File: config.mk
export PLATFORM = sky130hd
export DESIGN_NAME = text_to_integer_parser_top
export DESIGN_NICKNAME = d
export VERILOG_FILES = /design/src/ttip_pkg.sv /design/src/ttip_stage.sv /design/src/ttip_cfg.sv /design/src/ttip_core.sv /design/src/text_to_integer_parser_top.sv
export SDC_FILE = /design/constraint.sdc
export NUM_CORES = 1
export LEC_CHECK = 0
export BUFFER_PORTS_ARGS = -buffer_cell sky130_fd_sc_hd__buf_2
export CELL_PAD_IN_SITES_DETAIL_PLACEMENT = 0
export CELL_PAD_IN_SITES_GLOBAL_PLACEMENT = 1
export CORE_UTILIZATION = 45
export CTS_BUF_LIST = sky130_fd_sc_hd__clkbuf_8
export DETAILED_ROUTE_END_ITERATION = 10
export PLACE_DENSITY = 0.9
export SETUP_SLACK_MARGIN = 0.05
export SLEW_MARGIN = 20
export SYNTH_ARGS = -nofsm -noshare
export SYNTH_HDL_FRONTEND = slang
export SYNTH_HIERARCHICAL = 1
export SYNTH_SLANG_ARGS = --single-unit
File: constraint.sdc
create_clock -name clk_i -period 34.4 [get_ports clk_i]
set_input_delay 3.44 -clock clk_i [delete_from_list [all_inputs] [get_ports clk_i]]
set_output_delay 3.44 -clock clk_i [all_outputs]
set_load 0.005 [all_outputs]
File: src/ttip_pkg.sv
// Shared types and constants of the text-to-integer parser.
// No dependencies; used by ttip_cfg, ttip_core and the top level.
package ttip_pkg;

  // APB register map
  localparam int unsigned CfgAddrW = 4;
  localparam int unsigned CfgDataW = 32;
  localparam logic [1:0] REG_HEX_MODE    = 2'd0;
  localparam logic [1:0] REG_SIGNED_MODE = 2'd1;
  localparam logic [1:0] REG_WIDE_MODE   = 2'd2;

  // Characters of interest
  localparam logic [7:0] CHAR_MINUS = 8'h2D;
  localparam logic [7:0] CHAR_PLUS  = 8'h2B;
  localparam logic [7:0] CHAR_ZERO  = 8'h30;
  localparam logic [7:0] CHAR_NINE  = 8'h39;
  localparam logic [7:0] CHAR_LO_A  = 8'h61;
  localparam logic [7:0] CHAR_LO_F  = 8'h66;
  localparam logic [7:0] CHAR_UP_A  = 8'h41;
  localparam logic [7:0] CHAR_UP_F  = 8'h46;
  localparam logic [7:0] CHAR_LO_X  = 8'h78;
  localparam logic [7:0] CHAR_UP_X  = 8'h58;
  localparam logic [7:0] CHAR_SPACE = 8'h20;
  localparam logic [7:0] CHAR_TAB   = 8'h09;
  localparam logic [7:0] CHAR_CR    = 8'h0D;

  // Parser phase
  typedef enum logic [2:0] {
    PH_LEAD     = 3'd0,  // leading whitespace
    PH_BODY     = 3'd1,  // number body
    PH_HEX_BODY = 3'd2   // number body after a skipped 0x prefix
  } phase_e;

  typedef struct packed {
    logic hex_mode;
    logic signed_mode;
    logic wide_mode;
  } cfg_t;

  typedef struct packed {
    logic [7:0] char_code;
    logic       last_char;
    logic       empty_string;
  } in_item_t;

  typedef struct packed {
    logic [63:0] value;
    logic        valid_res;
  } out_item_t;

  typedef struct packed {
    logic       ok;
    logic [3:0] val;
  } digit_t;

  // Decode one character as a digit of the current base
  function automatic digit_t decode_digit(input logic [7:0] c, input logic hex);
    digit_t d;
    logic [7:0] off;
    d   = '0;
    off = '0;
    if (c inside {[CHAR_ZERO:CHAR_NINE]}) begin
      off   = c - CHAR_ZERO;
      d.ok  = 1'b1;
      d.val = off[3:0];
    end else if (hex && (c inside {[CHAR_LO_A:CHAR_LO_F]})) begin
      off   = c - CHAR_LO_A + 8'd10;
      d.ok  = 1'b1;
      d.val = off[3:0];
    end else if (hex && (c inside {[CHAR_UP_A:CHAR_UP_F]})) begin
      off   = c - CHAR_UP_A + 8'd10;
      d.ok  = 1'b1;
      d.val = off[3:0];
    end
    return d;
  endfunction

  // C-locale whitespace: space, tab, LF, VT, FF, CR
  function automatic logic is_space(input logic [7:0] c);
    return (c == CHAR_SPACE) || (c inside {[CHAR_TAB:CHAR_CR]});
  endfunction

  // Largest magnitude the target type allows for the given sign
  function automatic logic [63:0] limit_mag(input cfg_t cfg, input logic neg);
    logic [63:0] lim;
    if (!cfg.signed_mode) begin
      if (neg)                lim = 64'd0;
      else if (cfg.wide_mode) lim = {64{1'b1}};
      else                    lim = {32'd0, {32{1'b1}}};
    end else if (cfg.wide_mode) begin
      lim = neg ? {1'b1, 63'd0} : {1'b0, {63{1'b1}}};
    end else begin
      lim = neg ? {32'd0, 1'b1, 31'd0} : {33'd0, {31{1'b1}}};
    end
    return lim;
  endfunction

endpackage

File: src/ttip_stage.sv
// Valid/ready register slice holding one transfer of any packed type.
// Depends on nothing; used for the input and result registers.
module ttip_stage #(
  parameter type T = logic
) (
  input  logic clk_i,
  input  logic rst_ni,
  input  logic up_valid_i,
  output logic up_ready_o,
  input  T     up_data_i,
  output logic dn_valid_o,
  input  logic dn_ready_i,
  output T     dn_data_o
);

  logic valid_q;
  T     data_q;

  // free when empty or when the held transfer leaves this cycle
  assign up_ready_o = !valid_q || dn_ready_i;

  always_ff @(posedge clk_i or negedge rst_ni) begin
    if (!rst_ni) begin
      valid_q <= 1'b0;
    end else if (up_ready_o) begin
      valid_q <= up_valid_i;
    end
  end

  always_ff @(posedge clk_i) begin
    if (up_valid_i && up_ready_o) begin
      data_q <= up_data_i;
    end
  end

  assign dn_valid_o = valid_q;
  assign dn_data_o  = data_q;

endmodule

File: src/ttip_cfg.sv
// APB configuration registers: hex_mode, signed_mode, wide_mode.
// Depends on ttip_pkg for the register map and cfg_t.
module ttip_cfg (
  input  logic                          clk_i,
  input  logic                          rst_ni,
  input  logic                          psel,
  input  logic                          penable,
  input  logic                          pwrite,
  input  logic [ttip_pkg::CfgAddrW-1:0] paddr,
  input  logic [ttip_pkg::CfgDataW-1:0] pwdata,
  output logic [ttip_pkg::CfgDataW-1:0] prdata,
  output logic                          pready,
  output ttip_pkg::cfg_t                cfg_o
);

  ttip_pkg::cfg_t cfg_q;
  logic [1:0]     idx;
  logic           wr_en;

  assign pready = 1'b1;
  assign idx    = paddr[ttip_pkg::CfgAddrW-1:2];
  assign wr_en  = psel && penable && pwrite && pready;

  // register writes; addresses past the map are dropped
  always_ff @(posedge clk_i or negedge rst_ni) begin
    if (!rst_ni) begin
      cfg_q.hex_mode    <= 1'b0;
      cfg_q.signed_mode <= 1'b1;
      cfg_q.wide_mode   <= 1'b0;
    end else if (wr_en) begin
      case (idx)
        ttip_pkg::REG_HEX_MODE:    cfg_q.hex_mode    <= pwdata[0];
        ttip_pkg::REG_SIGNED_MODE: cfg_q.signed_mode <= pwdata[0];
        ttip_pkg::REG_WIDE_MODE:   cfg_q.wide_mode   <= pwdata[0];
        default: ;
      endcase
    end
  end

  // read back
  always_comb begin
    case (idx)
      ttip_pkg::REG_HEX_MODE:    prdata = {{(ttip_pkg::CfgDataW-1){1'b0}}, cfg_q.hex_mode};
      ttip_pkg::REG_SIGNED_MODE: prdata = {{(ttip_pkg::CfgDataW-1){1'b0}}, cfg_q.signed_mode};
      ttip_pkg::REG_WIDE_MODE:   prdata = {{(ttip_pkg::CfgDataW-1){1'b0}}, cfg_q.wide_mode};
      default:                   prdata = '0;
    endcase
  end

  assign cfg_o = cfg_q;

endmodule

File: src/ttip_core.sv
// Per-character parse step: string state registers and the digit
// accumulate / saturate logic. Depends on ttip_pkg.
module ttip_core (
  input  logic                clk_i,
  input  logic                rst_ni,
  input  ttip_pkg::cfg_t      cfg_i,
  input  logic                item_valid_i,
  output logic                item_ready_o,
  input  ttip_pkg::in_item_t  item_i,
  output logic                res_valid_o,
  input  logic                res_ready_i,
  output ttip_pkg::out_item_t res_o
);

  ttip_pkg::phase_e phase_q, phase_s, phase_d;
  logic [63:0]      acc_q, acc_s, acc_d;
  logic             neg_q, neg_s, neg_d;
  logic             ws_q, ws_s, ws_d;
  logic             bad_q, bad_s, bad_d;
  logic [1:0]       dpos_q, dpos_s, dpos_d;
  logic             pend_q, pend_s, pend_d;

  logic [7:0]       c;
  logic             last, empty, str_end, fire, do_take;
  ttip_pkg::digit_t dig;
  logic [63:0]      lim;
  logic [68:0]      scaled, sum;
  logic             over;

  assign c       = item_i.char_code;
  assign last    = item_i.last_char;
  assign empty   = item_i.empty_string;
  assign str_end = last || empty;

  // a string's end needs room in the result register
  assign item_ready_o = !str_end || res_ready_i;
  assign res_valid_o  = item_valid_i && str_end;
  assign fire         = item_valid_i && item_ready_o;

  // acc * base + digit, kept exact so the limit test is a single compare
  assign dig    = ttip_pkg::decode_digit(c, cfg_i.hex_mode);
  assign lim    = ttip_pkg::limit_mag(cfg_i, neg_q);
  assign scaled = cfg_i.hex_mode ? {1'b0, acc_q, 4'd0}
                                 : ({2'b0, acc_q, 3'd0} + {4'b0, acc_q, 1'b0});
  assign sum    = scaled + {65'd0, dig.val};
  assign over   = sum > {5'd0, lim};

  // next string state for this character
  always_comb begin
    phase_s = phase_q;
    acc_s   = acc_q;
    neg_s   = neg_q;
    ws_s    = ws_q;
    bad_s   = bad_q;
    dpos_s  = dpos_q;
    pend_s  = pend_q;
    do_take = 1'b0;
    if (!bad_q) begin
      if (phase_q == ttip_pkg::PH_LEAD) begin
        if (ttip_pkg::is_space(c)) begin
          ws_s = 1'b1;
        end else if (c == ttip_pkg::CHAR_MINUS) begin
          neg_s   = 1'b1;
          phase_s = ttip_pkg::PH_BODY;
        end else if (c == ttip_pkg::CHAR_PLUS) begin
          phase_s = ttip_pkg::PH_BODY;
        end else begin
          phase_s = ttip_pkg::PH_BODY;
          do_take = 1'b1;
        end
      end else begin
        pend_s = 1'b0;
        if (pend_q && cfg_i.hex_mode && !last &&
            (c == ttip_pkg::CHAR_LO_X || c == ttip_pkg::CHAR_UP_X)) begin
          // skip the 0x prefix, drop the leading zero
          phase_s = ttip_pkg::PH_HEX_BODY;
          acc_s   = '0;
          dpos_s  = '0;
        end else begin
          do_take = 1'b1;
        end
      end
    end
    if (do_take) begin
      if (!dig.ok) begin
        bad_s = 1'b1;
      end else if (over) begin
        acc_s = lim;
        bad_s = 1'b1;
      end else begin
        acc_s = sum[63:0];
        // first body digit '0' in hex may open a prefix
        if (phase_q != ttip_pkg::PH_HEX_BODY && dpos_q == 2'd0 && cfg_i.hex_mode &&
            c == ttip_pkg::CHAR_ZERO && !last) begin
          pend_s = 1'b1;
        end
        if (dpos_q != 2'd2) begin
          dpos_s = dpos_q + 2'd1;
        end
      end
    end
  end

  // result of the string, taken when this character ends it
  always_comb begin
    if (empty) begin
      res_o.value     = '0;
      res_o.valid_res = 1'b0;
    end else begin
      res_o.value     = neg_s ? (64'd0 - acc_s) : acc_s;
      res_o.valid_res = !ws_s && !bad_s && (phase_s != ttip_pkg::PH_LEAD) &&
                        (dpos_s != 2'd0);
    end
  end

  // state clears at every string end
  always_comb begin
    phase_d = phase_q;
    acc_d   = acc_q;
    neg_d   = neg_q;
    ws_d    = ws_q;
    bad_d   = bad_q;
    dpos_d  = dpos_q;
    pend_d  = pend_q;
    if (fire) begin
      if (str_end) begin
        phase_d = ttip_pkg::PH_LEAD;
        acc_d   = '0;
        neg_d   = 1'b0;
        ws_d    = 1'b0;
        bad_d   = 1'b0;
        dpos_d  = '0;
        pend_d  = 1'b0;
      end else begin
        phase_d = phase_s;
        acc_d   = acc_s;
        neg_d   = neg_s;
        ws_d    = ws_s;
        bad_d   = bad_s;
        dpos_d  = dpos_s;
        pend_d  = pend_s;
      end
    end
  end

  always_ff @(posedge clk_i or negedge rst_ni) begin
    if (!rst_ni) begin
      phase_q <= ttip_pkg::PH_LEAD;
      acc_q   <= '0;
      neg_q   <= 1'b0;
      ws_q    <= 1'b0;
      bad_q   <= 1'b0;
      dpos_q  <= '0;
      pend_q  <= 1'b0;
    end else begin
      phase_q <= phase_d;
      acc_q   <= acc_d;
      neg_q   <= neg_d;
      ws_q    <= ws_d;
      bad_q   <= bad_d;
      dpos_q  <= dpos_d;
      pend_q  <= pend_d;
    end
  end

endmodule

File: src/text_to_integer_parser_top.sv
// Text-to-integer parser: one ASCII character per transfer in, one result
// (64-bit value and valid flag) out on each string's last character or on
// an empty-string item. Every character is parsed during the cycle it spends
// in the input register, so a new character is taken every cycle unless a
// string's end must wait for room in the result register; the parse cycle is
// bounded by the 64-bit multiply-by-base, add and limit compare. A result is
// written into the result register as its last character is taken. A string's
// last character waits in the input register only while the result register
// holds a result that is not being taken in that cycle. Registers are set over
// APB: hex_mode at 0x0, signed_mode at 0x4, wide_mode at 0x8; write them only
// while no character or result is in flight.
// Depends on ttip_pkg, ttip_cfg, ttip_stage and ttip_core.
module text_to_integer_parser_top (
  input  logic                          clk_i,
  input  logic                          rst_ni,
  input  logic                          in_valid_i,
  output logic                          in_ready_o,
  input  ttip_pkg::in_item_t            in_item_i,
  output logic                          out_valid_o,
  input  logic                          out_ready_i,
  output ttip_pkg::out_item_t           out_item_o,
  input  logic                          psel,
  input  logic                          penable,
  input  logic                          pwrite,
  input  logic [ttip_pkg::CfgAddrW-1:0] paddr,
  input  logic [ttip_pkg::CfgDataW-1:0] pwdata,
  output logic [ttip_pkg::CfgDataW-1:0] prdata,
  output logic                          pready
);

  ttip_pkg::cfg_t      cfg;
  logic                item_valid, item_ready;
  ttip_pkg::in_item_t  item;
  logic                res_valid, res_ready;
  ttip_pkg::out_item_t res;

  ttip_cfg u_cfg (
    .clk_i   (clk_i),
    .rst_ni  (rst_ni),
    .psel    (psel),
    .penable (penable),
    .pwrite  (pwrite),
    .paddr   (paddr),
    .pwdata  (pwdata),
    .prdata  (prdata),
    .pready  (pready),
    .cfg_o   (cfg)
  );

  // input register
  ttip_stage #(.T(ttip_pkg::in_item_t)) u_in_stage (
    .clk_i      (clk_i),
    .rst_ni     (rst_ni),
    .up_valid_i (in_valid_i),
    .up_ready_o (in_ready_o),
    .up_data_i  (in_item_i),
    .dn_valid_o (item_valid),
    .dn_ready_i (item_ready),
    .dn_data_o  (item)
  );

  ttip_core u_core (
    .clk_i        (clk_i),
    .rst_ni       (rst_ni),
    .cfg_i        (cfg),
    .item_valid_i (item_valid),
    .item_ready_o (item_ready),
    .item_i       (item),
    .res_valid_o  (res_valid),
    .res_ready_i  (res_ready),
    .res_o        (res)
  );

  // result register
  ttip_stage #(.T(ttip_pkg::out_item_t)) u_out_stage (
    .clk_i      (clk_i),
    .rst_ni     (rst_ni),
    .up_valid_i (res_valid),
    .up_ready_o (res_ready),
    .up_data_i  (res),
    .dn_valid_o (out_valid_o),
    .dn_ready_i (out_ready_i),
    .dn_data_o  (out_item_o)
  );

endmodule
== Yosys cells after proc, flatten, opt, wreduce, memory -nomap -nowiden ==
Index checks and enable logic that the tools add are counted.
Storage, ports and cells
  register bits after elaboration: 153
Cells by class
  magnitude comparators: 9
  $add $sub $neg: 9
  eq/ne operators: 10
  reduce and logical (&&, ||, !) cells: 42
  mux-type cells: 58
Operator list (count)
  two-way mux 64 bit: 13
  adder 69 x 4 -> 69 bit: 1
  > comparator 69 x 64 -> 1 bit: 1
  two-way mux 69 bit: 1
  adder 67 x 65 -> 68 bit: 1
  subtractor 1 x 64 -> 64 bit, first input constant: 1
  == test 8 x 6 -> 1 bit, second input constant: 4
  two-way mux 32 bit: 1
  two-way mux 1 bit: 26
  logical AND 1 bit: 22
  == test 8 x 7 -> 1 bit, second input constant: 2
  >= comparator 8 x 7 -> 1 bit, second input constant: 2
  <= comparator 8 x 7 -> 1 bit, second input constant: 2
  two-way mux 2 bit: 8
  two-way mux 3 bit: 5
  two-way mux 5 bit: 3
  subtractor 4 x 1 -> 4 bit, second input constant: 3
  adder 4 bit, second input constant: 2
  >= comparator 8 x 4 -> 1 bit, second input constant: 1
  >= comparator 8 x 6 -> 1 bit, second input constant: 1
  <= comparator 8 x 4 -> 1 bit, second input constant: 1
  <= comparator 8 x 6 -> 1 bit, second input constant: 1
  logical NOT 1 bit: 6
  logical OR 1 bit: 6
  11 further kinds: 14

== Longest topological paths before layout ==
  word-level depth: 15
  gate-level depth with buffers: 54
  mapped depth without buffers: 45

== Modules after synthesis ==
The synthesis kept the hierarchy.
By module, submodules not included
  ttip_core: area each 16279.4 um^2, cells each 2340, instances 1
  ttip_stage (u_out_stage): area each 2005.7 um^2, cells each 69, instances 1
  ttip_cfg: area each 420.4 um^2, cells each 47, instances 1
  ttip_stage (u_in_stage): area each 354.1 um^2, cells each 14, instances 1

== Worst setup path after synthesis ==
No wires, ideal clock.
  path type: flip-flop to flip-flop
  start: register u_cfg.cfg_q, in the netlist u_cfg/cfg_o[2]
  end: register u_out_stage.data_q, in the netlist u_out_stage/dn_data_o[45], data pin
  arrival: 10.596 ns
  library setup time: 0.266 ns
  data required time: 34.134 ns
  stages on the path, launching flop included: 53
  slack: 23.538 ns
  cells stage by stage: dfrtp_1 > clkbuf_1 > buf_2 > buf_2 > buf_2 > buf_2 > buf_1 > buf_2 > clkbuf_1 > clkbuf_1 > clkbuf_1 > buf_1 > nor2_1 > ha_1 > a21o_1 > a21oi_1 > nor2_1 > nand4_1 > (+17 left out) > nand2b_1 > a311oi_1 > nor2_2 > nor3_1 > clkbuf_1 > clkbuf_1 > a211oi_1 > a31oi_1 > ha_1 > o21ai_0 > a21oi_1 > o211a_1 > nor4bb_1 > clkbuf_1 > nand4_1 > o41ai_1 > xor2_1 > nor2_1
On the way
  word-level cells in the longest chain between the ends: 11
RTL lines
  start, declared: RTL line ttip_cfg.sv:16  | ttip_pkg::cfg_t cfg_q;
  logical AND 1 bit: RTL line ttip_pkg.sv:70  | end else if (hex && (c inside {[CHAR_UP_A:CHAR_UP_F]})) begin
  two-way mux 5 bit: RTL line ttip_pkg.sv:70
  two-way mux 5 bit: RTL line ttip_pkg.sv:66  | end else if (hex && (c inside {[CHAR_LO_A:CHAR_LO_F]})) begin
  two-way mux 5 bit: RTL line ttip_pkg.sv:62  | if (c inside {[CHAR_ZERO:CHAR_NINE]}) begin
  adder 69 x 4 -> 69 bit: RTL line ttip_core.sv:45  | assign sum = scaled + {65'd0, dig.val};
  > comparator 69 x 64 -> 1 bit: RTL line ttip_core.sv:46  | assign over = sum > {5'd0, lim};
  two-way mux 64 bit: RTL line ttip_core.sv:87  | end else if (over) begin
  two-way mux 64 bit: RTL line ttip_core.sv:85  | if (!dig.ok) begin
  two-way mux 64 bit (*): RTL line ttip_core.sv:84  | if (do_take) begin
  subtractor 1 x 64 -> 64 bit: RTL line ttip_core.sv:110  | res_o.value = neg_s ? (64'd0 - acc_s) : acc_s;
  two-way mux 64 bit (*): RTL line ttip_core.sv:110
  end signal, assigned: RTL line ttip_stage.sv:32  | data_q <= up_data_i;
  end, declared: RTL line ttip_stage.sv:17  | T data_q;
Every way passes the cells marked *; elsewhere a longest branch is shown, timed or not.
A chain may end at the register's enable or synchronous reset.

== Worst setup path after layout ==
  start: register u_in_stage.data_q, in the netlist u_in_stage/dn_data_o[2]
  end: register u_out_stage.data_q, in the netlist u_out_stage/dn_data_o[45], data pin
On the way
  word-level cells in the longest chain between the ends: 13
RTL lines (RTL line)
  start, declared: ttip_stage.sv:17
  start signal, assigned: ttip_stage.sv:32
  parallel branches: the longest is 12 deep, another holds adder 69 x 4 -> 69 bit
  two-way mux 64 bit (*): ttip_core.sv:110
Mark *: on every way between the ends.

==> flow_summary.yaml <==
grt:
  grt_pass1_wl_mm: 107
  grt_max_degree: 76
  grt_pass1_vias: 19000
  grt_usage_pct: 31.5
  grt_antenna_before_repair: 0
  grt_overflow: 0
clock_network:
  cts_buffer_depth: 2
  post-cts-setup-buffers: 0
  cts_tree: "yes"
  cts_sinks: 153
  postCtsResizedCells: 0
  clkTransAtPathRegs_ns: 0.09
  root_buffer: "clkbuf_8"
  numCtsBuffers: 17
  clk_latency_ns: 0.48
  ctsHoldBuffers: 0
  ctsHtreeMaxLevel: 4
timing:
  min_period_ns: 12.39
  relSlewSlack_pct: 22.6
  worstMarginPinSlew_ns: 1.16
  max_freq_mhz: 80.7
  finalCritPeriodShare_pct: 36.0
  grt_setup_unrepaired: "no"
  tns_ns: 0
  maxSlewViolCount: 0
  layout_setup_ws_ns: 22.01
  setup_viol: 0
  fin_skew_ns: 0.00883
  finalHoldViolCount: 0
setup_path:
  cp-start-kind: "flop"
  critPathSlowestCell: "nor4_1"
  crit_type: "flop to flop"
  path_max_fanout: 29
  cpPeakStageDelay_ns: 0.67
  worstPathRequired_ns: 34.61
  worstPathArrival_ns: 12.60
  cp-end-kind: "flop"
  worst_r2r_path_depth: 43
detailed_routing:
  first_pass_iters: 7
  vias_per_cell: 6.63
  routed_wl_mm: 70.0
  vias: 20000
  routedWlPerCell_um: 23.3
  drc: 0
  first_iter_violations: 2036
  ant_nets: 0
placed_design:
  dpl-instance-area_um2: 19700
  place_congestion: 0.969
  post-place-ws_ns: 22.22
  dp_hpwl_mm: 54.0
  portBuffers: 87
synth:
  synth_edf_count: 75
  ys_warn_count: 6
  synth_cell_type_count: 120
  ys_seq_area_share_pct: 22.1
  synthArstFlopShare_pct: 51.0
  ys_seq_elements: 153
  ys.flop_type: "dfrtp_1"
  avgSynthCellArea_um2: 7.72
  synth_cells: 2470
  synth_top_area_share_pct: 11.8
  synth_area_leaders: "edfxtp_1 12%, dfrtp_1 10%, ha_1 8.9%"
  synth.largest_area_cell: "edfxtp_1"
  syn_area_um2: 19100
hold_path:
  min_path_type: "flop to flop"
  worstHoldPathCells: 2
power_and_ir_drop:
  ir_drop_mv: 0.0232
  p_leak_nw: 8.14
  power_density_nw_per_um2: 26.0
floorplan:
  die_w_um: 208
  dieArea_um2: 43200
  num_rows: 75
  start_util_pct: 45.5
  fp.dieH_um: 208
  coreArea_um2: 41900
  pin_count: 153
cells_and_area:
  syn_to_final_growth_pct: 4.98
  fin_area_um2: 20000
  regArea_um2: 4210
  num_antenna_cells: 0
  fillers: 4216
  multi_input_area_um2: 14000
  nets: 2647
  final_layout_size_suffix_gt1_share_pct: 9.76
outcome:
  outcome: "finished, final reports clean"
flow_run:
  drv_cap: 0
-- layout make-up --
class	instances	area share (%)
Inverter	36	0.675
Clock inverter	13	0.413
Multi-Input combinational cell	2137	70.1
Clock buffer	19	1.31
Tap cell	539	3.37
Timing Repair Buffer	112	3.13
Sequential cell	153	21.0
-- where the power goes --
part | switching (mW) | internal [mW] | leakage, nW | total (mW)
Clock | 0.0739 | 0.0526 | 0.166 | 0.127
Sequential | 0.0114 | 0.202 | 1.81 | 0.214
Combinational | 0.127 | 0.0538 | 6.17 | 0.180
-- registers in the layout, summed over array words and instances, names as in the netlist --
| register | count |
|---|---|
| u_cfg/cfg_o | 3 |
| u_core/acc_q | 64 |
| u_core/bad_q | 1 |
| u_core/dpos_q | 2 |
| u_core/neg_q | 1 |
| u_core/pend_q | 1 |
| u_core/phase_q | 3 |
| u_core/ws_q | 1 |
| u_in_stage/dn_data_o | 10 |
| u_in_stage/dn_valid_o | 1 |
| u_out_stage/dn_data_o | 65 |
| u_out_stage/dn_valid_o | 1 |
-- metrics by stage --
stage	hold slack (ns)	util, %	power [mW]	std cells
floorplan	0.470	-	0.334	2500
global placement	0.492	47.0	0.386	2977
detailed placement	0.500	47.0	0.391	2977
CTS	0.527	47.8	0.515	3009
global route	0.567	47.8	0.541	3009
finish	0.529	47.8	0.520	3009
-- cells in the final DEF (no fill, tap or decap), drive strengths merged, types with 35 or more instances in the layout --
| master | count |
|---|---|
| xor2 | 57 |
| a21o | 58 |
| a22o | 35 |
| a21oi | 197 |
| nand2 | 285 |
| a31oi | 36 |
| ha | 135 |
| buf | 112 |
| nand4 | 74 |
| nor2 | 233 |
| inv | 40 |
| nor3 | 65 |
| o21ai | 209 |
| nand3 | 71 |
| xnor2 | 79 |
| dfrtp | 77 |
| edfxtp | 75 |
-- routing by layer --
| metal | wire length, µm | vias to the layer above | track usage, % | part of all wire (%) |
|---|---|---|---|---|
| met5 | 0 | - | 0 | 0 |
| met2 | 33000 | 968 | 53.3 | 47 |
| met4 | 3450 | 0 | 15.6 | 4.9 |
| met3 | 4760 | 203 | 2.81 | 6.8 |
| met1 | 28800 | 9522 | 40.2 | 41 |
| li1 | - | 9266 | - | - |
-- critical path, delay by kind of cell, from the launching register on --
kind / cells / cell delay, ns
and+or+nand+nor: 16 / 4.46
AOI/OAI and AO/OA: 17 / 4.32
adders and majority gates: 4 / 1.20
buffers and inverters: 4 / 0.93
xor gates and xnor gates: 2 / 0.70
DFF: 1 / 0.48
-- cells by family after synthesis --
logic type               Yosys count  synth area share (%)
other                              2                0.0394
adder cells (fa/ha/maj)          137                  9.07
multiplexers                      27                  1.46
AND/OR/NAND/NOR                  982                  26.2
buffers and inverters            210                  5.24
flip-flops                       153                  22.1
AO/OA/AOI/OAI                    823                  29.7
XOR/XNOR                         136                  6.29
-- Yosys cell counts, types with 13 or more instances --
cell,n
a22o_1,35
a41oi_1,18
nand2_1,285
nand3_1,70
o21ai_0,178
buf_4,39
o211ai_1,23
nor4_1,28
nor2_1,232
nor2b_1,21
edfxtp_1,75
and2_1,23
and4_1,20
a211oi_1,22
ha_1,135
buf_2,45
a21oi_1,185
dfrtp_1,77
xor2_1,56
nor3_1,64
o21ai_1,28
xnor2_1,79
nand4_1,72
inv_1,35
a31oi_1,34
a221o_1,20
or3_1,21
o31ai_1,15
or2_2,13
and3_1,26
a21o_1,57
o21a_1,25
a22oi_1,20
clkbuf_1,77
mux2i_1,20
nand2b_1,31
-- worst paths after layout --
path                                                        start                                   to  slack [ns]
max in group asynchronous                                  rst_ni           u_cfg/cfg_o[2]$_DFFE_PN0P_       30.29
worst max register to register  u_in_stage/dn_data_o[2]$_DFFE_PP_  u_out_stage/dn_data_o[45]$_DFFE_PP_       22.01
worst min register to register          u_core/pend_q$_DFFE_PN0P_            u_core/pend_q$_DFFE_PN0P_        0.53
worst max-delay path            u_in_stage/dn_data_o[2]$_DFFE_PP_  u_out_stage/dn_data_o[45]$_DFFE_PP_       22.01
worst min-delay path                    u_core/pend_q$_DFFE_PN0P_            u_core/pend_q$_DFFE_PN0P_        0.53
min in group asynchronous                                  rst_ni          u_core/acc_q[5]$_DFFE_PN0P_        2.82
Note: power is estimated with default switching activity, not from simulation.
